==> config.mk <==
export PLATFORM = sky130hd
export DESIGN_NAME = bfa_ceil_div
export DESIGN_NICKNAME = d
export VERILOG_FILES = /design/src/rtl/bfa_pkg.sv /design/src/rtl/bfa_ceil_div.sv
export SDC_FILE = /design/constraint.sdc
export NUM_CORES = 1
export LEC_CHECK = 0
export BUFFER_PORTS_ARGS = -buffer_cell sky130_fd_sc_hd__buf_4
export CAP_MARGIN = 40
export CORE_MARGIN = 8
export CORE_UTILIZATION = 53
export CTS_CLUSTER_SIZE = 40
export DETAILED_ROUTE_END_ITERATION = 7
export PLACE_DENSITY = 0.87
export SLEW_MARGIN = 20
export SYNTH_ARGS = -nofsm -noshare
export SYNTH_HDL_FRONTEND = slang
export SYNTH_SLANG_ARGS = --single-unit
export TNS_END_PERCENT = 5
==> constraint.sdc <==
create_clock -name clk -period 1.9 [get_ports clk]
set_input_delay 0.285 -clock clk [delete_from_list [all_inputs] [get_ports clk]]
set_output_delay 0.285 -clock clk [all_outputs]
set_load 0.03 [all_outputs]
==> src/rtl/bfa_pkg.sv <==
// Shared types and constants for the best-fit block slot allocator.
// No dependencies; compiled first.
`default_nettype none

package bfa_pkg;

  localparam int FREE_SLOTS_DEF  = 64;
  localparam int BLOCK_BYTES_DEF = 1024;

  localparam int OFS_W  = 31;
  localparam int SIZE_W = 31;
  localparam int BLK_W  = 31;
  localparam int NUM_W  = 32;
  localparam int TOT_W  = 37;

  localparam logic [OFS_W-1:0] OFS_MAX = {OFS_W{1'b1}};

  localparam logic MODE_ALLOC = 1'b0;
  localparam logic MODE_FREE  = 1'b1;

  typedef enum logic [1:0] {
    ST_OK        = 2'd0,
    ST_NOT_OWNED = 2'd1,
    ST_LIST_FULL = 2'd2,
    ST_NO_SPACE  = 2'd3
  } status_t;

  typedef struct packed {
    logic [OFS_W-1:0]  offset;
    logic [SIZE_W-1:0] size;
    logic [BLK_W-1:0]  blocks;
  } slot_t;

endpackage

`default_nettype wire

==> src/rtl/bfa_ceil_div.sv <==
// Block count unit: ceil(x / DIVISOR) by reciprocal multiplication.
// Depends on bfa_pkg.
`default_nettype none

module bfa_ceil_div #(
  parameter int DIVISOR = bfa_pkg::BLOCK_BYTES_DEF
) (
  input  wire logic                       clk,
  input  wire logic                       rst_n,
  input  wire logic                       start,
  input  wire logic [bfa_pkg::SIZE_W-1:0] dividend,
  output logic                            done,
  output logic [bfa_pkg::BLK_W-1:0]       quot
);
  import bfa_pkg::*;

  // q = floor(n * RECIP / 2^(NUM_W + LG)), exact for any NUM_W-bit n; RECIP < 2^33
  localparam int LG     = $clog2(DIVISOR);
  localparam int LO_W   = 17;
  localparam int HI_W   = 16;
  localparam int FULL_W = NUM_W + LO_W + HI_W;
  localparam longint unsigned RECIP =
    ((64'd1 << (NUM_W + LG)) + 64'(DIVISOR) - 64'd1) / 64'(DIVISOR);
  localparam logic [LO_W-1:0]  RC_LO = LO_W'(RECIP);
  localparam logic [HI_W-1:0]  RC_HI = HI_W'(RECIP >> LO_W);
  localparam logic [NUM_W-1:0] BIAS  = NUM_W'(DIVISOR - 1);

  logic [NUM_W-1:0]      num_r;
  logic [NUM_W+LO_W-1:0] plo_r;
  logic [BLK_W-1:0]      quo_r;
  logic                  stg1_r, stg2_r, done_r;

  logic [NUM_W+LO_W-1:0] plo;
  logic [NUM_W+HI_W-1:0] phi;
  logic [FULL_W-1:0]     full;

  // low and high halves of the reciprocal in separate cycles
  assign plo  = num_r * RC_LO;
  assign phi  = num_r * RC_HI;
  assign full = {phi, {LO_W{1'b0}}} + FULL_W'(plo_r);

  always_ff @(posedge clk) begin
    if (!rst_n) begin
      stg1_r <= 1'b0;
      stg2_r <= 1'b0;
      done_r <= 1'b0;
    end else begin
      stg1_r <= start;
      stg2_r <= stg1_r;
      done_r <= stg2_r;
    end
  end

  always_ff @(posedge clk) begin
    if (start) begin
      num_r <= NUM_W'(dividend) + BIAS;
    end
    if (stg1_r) begin
      plo_r <= plo;
    end
    if (stg2_r) begin
      quo_r <= BLK_W'(full >> (NUM_W + LG));
    end
  end

  assign done = done_r;
  assign quot = quo_r;

endmodule

`default_nettype wire

# ---- Word level (Yosys, flattened, before mapping)
# Cells that the tools add are included.
dict set report totals {
  out_inout_bits 32
  elab_cells 6
  reg_bits 57
}
dict set report classes {
  add_sub_neg 1
}
# operator count
set ops {}
lappend ops {{$add A31 B10 Y32 const B} 1}

# ---- Depth between registers and ports, before layout
dict set report depth {
  word_depth 1
  ltp_mapped 5
}

# ---- Worst setup path after synthesis
# No wires, ideal clock.
dict set report synth_path {
  kind {input to register}
  start {input port dividend[4] (netlist bit)}
  end {register num_r[27], data pin}
  t_arrival_ps 1073
  path_stages 5
  path_buffers 1
  setup_time_ps 258
  slack_ps 569
  path_cell_list {nor4_1 a31oi_1 buf_2 nand4_1 xnor2_1}
}
dict set report synth_between {
  elab_chain_len 1
}
# item line
set synth_rtl {}
lappend synth_rtl {{start, declared} bfa_ceil_div.sv:11} ;# input wire logic [bfa_pkg::SIZE_W-1:0] dividend,
lappend synth_rtl {{$add A31 B10 Y32} bfa_ceil_div.sv:56} ;# num_r <= NUM_W'(dividend) + BIAS;
lappend synth_rtl {{end signal, assigned} bfa_ceil_div.sv:56}
lappend synth_rtl {{end, declared} bfa_ceil_div.sv:28} ;# logic [NUM_W-1:0] num_r;
# Every way passes these cells.
# A chain may end at the register's enable or synchronous reset.

# ---- Final worst setup path
dict set report layout_path {
  start {input port dividend[4] (netlist bit)}
  end {register num_r[23], data pin}
}
# The elaborated chain is that of the path after synthesis.

==> metrics list <==
- Total DRC errors in the routed layout: 0
* Vias in the first global route: 1192
* Number of core rows: 22
* Portion of the post-synthesis area used by sequential elements: 70.7%
* P&R area growth vs syn: 28.4%
- After synthesis, the netlist uses 24 different library cells.
* Count of buffers inserted at the top-level ports: 56
- For the final database, setup skew stands at 0.00728 ns.
- Worst Reg2Reg Path Length in Cells: 1
- The first TritonRoute pass finished after 5 iterations.
- Cts hold-fix bufs: 0
- Final weighted congestion of routability-driven global placement: 0.822
- Setup repair after global routing left no endpoint under its margin.
- Number of sinks on the clock net: 47
- TritonCTS clock tree: built
- Crit path time final: 1.29 ns
- In this run the standard cell core region covers 3610 µm².
- The startpoint identified for the worst hold timing path is rst_n.
* Pwr Density: 847 nW/µm²
- First-pass GRT wire length: 5480 µm
- By startpoint and endpoint, the worst setup path is classified as in2reg.
* Final number of hold-violating endpoints: 0
- Number of buffers between clock root and the deepest sink: 2
- Critical Path Source Type: primary input
- Dpl hpwl: 2810 µm
- The detailed router placed 1217 vias in this run.
* Capturing instance or port of the critical path: num_r[23]
- Count of max-cap constraint violations: 0
* Final cell utilization of the core: 69.6%
* Post-Route WL: 3570 µm
* Achievable frequency: 0.773 GHz
- Fill cells: 257
- Summed over all cells, the static leakage comes to 0.959 nW.
* Share of the clock period used by the worst path after layout: 68.1%
- Of all nets on the critical path, the largest fanout is 20.
- Final Max Slew Viols: 0
- The floorplan step defined a die boundary enclosing 5890 µm².
- # H-tree levels: 2
- Data on the critical path arrives at its endpoint at 1.34 ns.
* Cell at the root of the clock tree: clkbuf_8
- Once the floorplan was initialized, standard cells occupied 54.2% of the core.
- Yosys warning total: 0
- A synthesized cell averages 14.8 µm².
- Final Total Pwr: 2.13 mW
* Peak supply drop: 363 µV
- The repair_antennas step left the layout with diodes totalling 0.
- Setup TNS after final layout: 0 ns
* Layout Nets: 228
- For this run, the total global-route usage over all layers was measured as 11.8%.
* DIE HEIGHT: 76.7 µm
* Required time of the critical path: 1.94 ns
- Post-synthesis instance area: 1950 µm²
* Number of endpoints failing setup at the final stage: 0
- Status: complete, no violations
- Flops & latches, synth: 47
- Share of final-layout standard cells stronger than drive strength 1: 36.4%
- Clock latency on the worst-skew pair, taken at its later pin, is 0.29 ns.
- Routed wirelength normalized by instance count: 14.7 µm
- Total overflow reported by the global router: 0
- Post-CTS repair changed the size of 0 cells.
* Detailed router's first-iteration violation count: 96
- Die outline width: 76.7 µm
- The critical path starts at dividend[4].
* Worst hold margin: 0.209 ns
* Worst reg2reg startpoint: stg2_r
* Hold Crit Class: in2reg
* CP endpoint kind: register
- Remaining antenna violation count: 0
- After clock tree synthesis, the clock-pin slew on the worst setup and hold paths is 0.08 ns.
- Number of buffers created by CTS: 5
* Gate Count Post-Synth: 132
- In the routed layout, each cell is associated on average with a via count of 5.01.
- Across all register-to-register paths, the minimum setup slack is 1.00 ns.
- Crit path setup slack, layout: 0.606 ns
- Reg-to-reg critical path endpoint: quot[2]
- Entering global routing, the biggest net connects 24 pins.
* Number of primary I/O pins: 66
* Post-CTS setup buffers: 0
- Post-placement worst setup slack: 0.281 ns
* Antenna violations before repair: 0
[sequential cells by signal, summed over array words and instances (netlist names)]
signal,count
num_r,22
quot,22
done,1
stg1_r,1
stg2_r,1
[cells in the mapped netlist]
| master | count | area, µm² |
|---|---|---|
| inv_1 | 1 | 3.75 |
| nor3_1 | 1 | 5.00 |
| and4_1 | 1 | 8.76 |
| and2_1 | 6 | 37.5 |
| nand4_1 | 10 | 62.6 |
| nand2_2 | 1 | 6.26 |
| inv_2 | 1 | 3.75 |
| edfxtp_1 | 44 | 1320 |
| a31oi_1 | 1 | 6.26 |
| nor4_4 | 1 | 21.3 |
| buf_4 | 9 | 67.6 |
| and3_1 | 5 | 31.3 |
| nand3_1 | 8 | 40.0 |
| xor2_1 | 1 | 8.76 |
| conb_1 | 1 | 3.75 |
| xnor2_1 | 19 | 166 |
| dfxtp_1 | 3 | 60.1 |
| nor4_1 | 2 | 12.5 |
| nand3_2 | 1 | 10.0 |
| nor2_1 | 4 | 15.0 |
| nor4_2 | 1 | 12.5 |
| nand2_1 | 8 | 30.0 |
| nor3_2 | 1 | 10.0 |
| buf_2 | 2 | 10.0 |
[power breakdown]
group | switching (mW) | internal [mW]
logic | 0.133 | 0.0900
registers | 0.0152 | 1.20
clock network | 0.303 | 0.385
[cell families (layout without fill, tap and decap cells)]
| logic type | count (synthesis) | after routing | synth area share, % |
|---|---|---|---|
| simple gates | 50 | 50 | 15.5 |
| xor+xnor | 20 | 20 | 8.96 |
| compound gates | 1 | 1 | 0.320 |
| flops | 47 | 47 | 70.7 |
| buf+inv | 13 | 68 | 4.35 |
| other cells | 1 | 9 | 0.192 |
[placed cells by master, fill, tap and decap left out]
| master | count |
|---|---|
| nand3_1 | 8 |
| nand2_1 | 8 |
| inv_1 | 1 |
| nor2_1 | 4 |
| nor3_2 | 1 |
| edfxtp_1 | 44 |
| and3_1 | 5 |
| nand3_2 | 1 |
| bufinv_16 | 1 |
| nor3_1 | 1 |
| xor2_1 | 1 |
| nor4_1 | 2 |
| nand2_2 | 1 |
| nor4_2 | 1 |
| and2_1 | 6 |
| a31oi_1 | 1 |
| nand4_1 | 10 |
| nor4_4 | 1 |
| clkinv_2 | 1 |
| dfxtp_1 | 3 |
| clkbuf_8 | 5 |
| conb_1 | 9 |
| clkinv_1 | 1 |
| and4_1 | 1 |
| xnor2_1 | 19 |
| buf_4 | 58 |
| inv_2 | 1 |
[cell type report]
type / instances / area (µm²) / area share [%]
clock buffers: 5 / 68.8 / 2.74
clock inverters: 3 / 38.8 / 1.55
inverters: 2 / 7.51 / 0.299
multi-input cells: 80 / 518 / 20.6
flip-flops and latches: 47 / 1380 / 55.0
well taps: 48 / 60.1 / 2.39
repair buffers: 58 / 435 / 17.3
[worst max-delay path, cell delays in order]
cell	delay (ns)
buf_4	0.11
nor4_1	0.39
a31oi_1	0.13
buf_4	0.22
nand4_1	0.12
xnor2_1	0.08
[how the worst min path moves through the flow]
stage | to | cells after the start
2_1_floorplan | num_r[10] | 0
3_3_place_gp | quot[4] | 0
3_5_place_dp | quot[8] | 0
4_1_cts | done | 2
5_1_grt | stg2_r | 2
6_report | done | 2
[routing by layer]
layer / global-route usage [%] / vias to the layer above / share of wire, %
li1: - / 593 / -
met1: 13.1 / 557 / 39
met2: 18.4 / 60 / 49
met3: 5.13 / 7 / 9.4
met4: 7.12 / 0 / 2.1
met5: 0 / - / 0
[metrics by stage]
step | cell area [µm²] | std cells
detailed placement | 2400 | 235
floorplan | 1980 | 140
global placement | 2400 | 235
global route | 2510 | 243
CTS | 2510 | 243
finish | 2510 | 243
(Power assumes the default switching activity.)
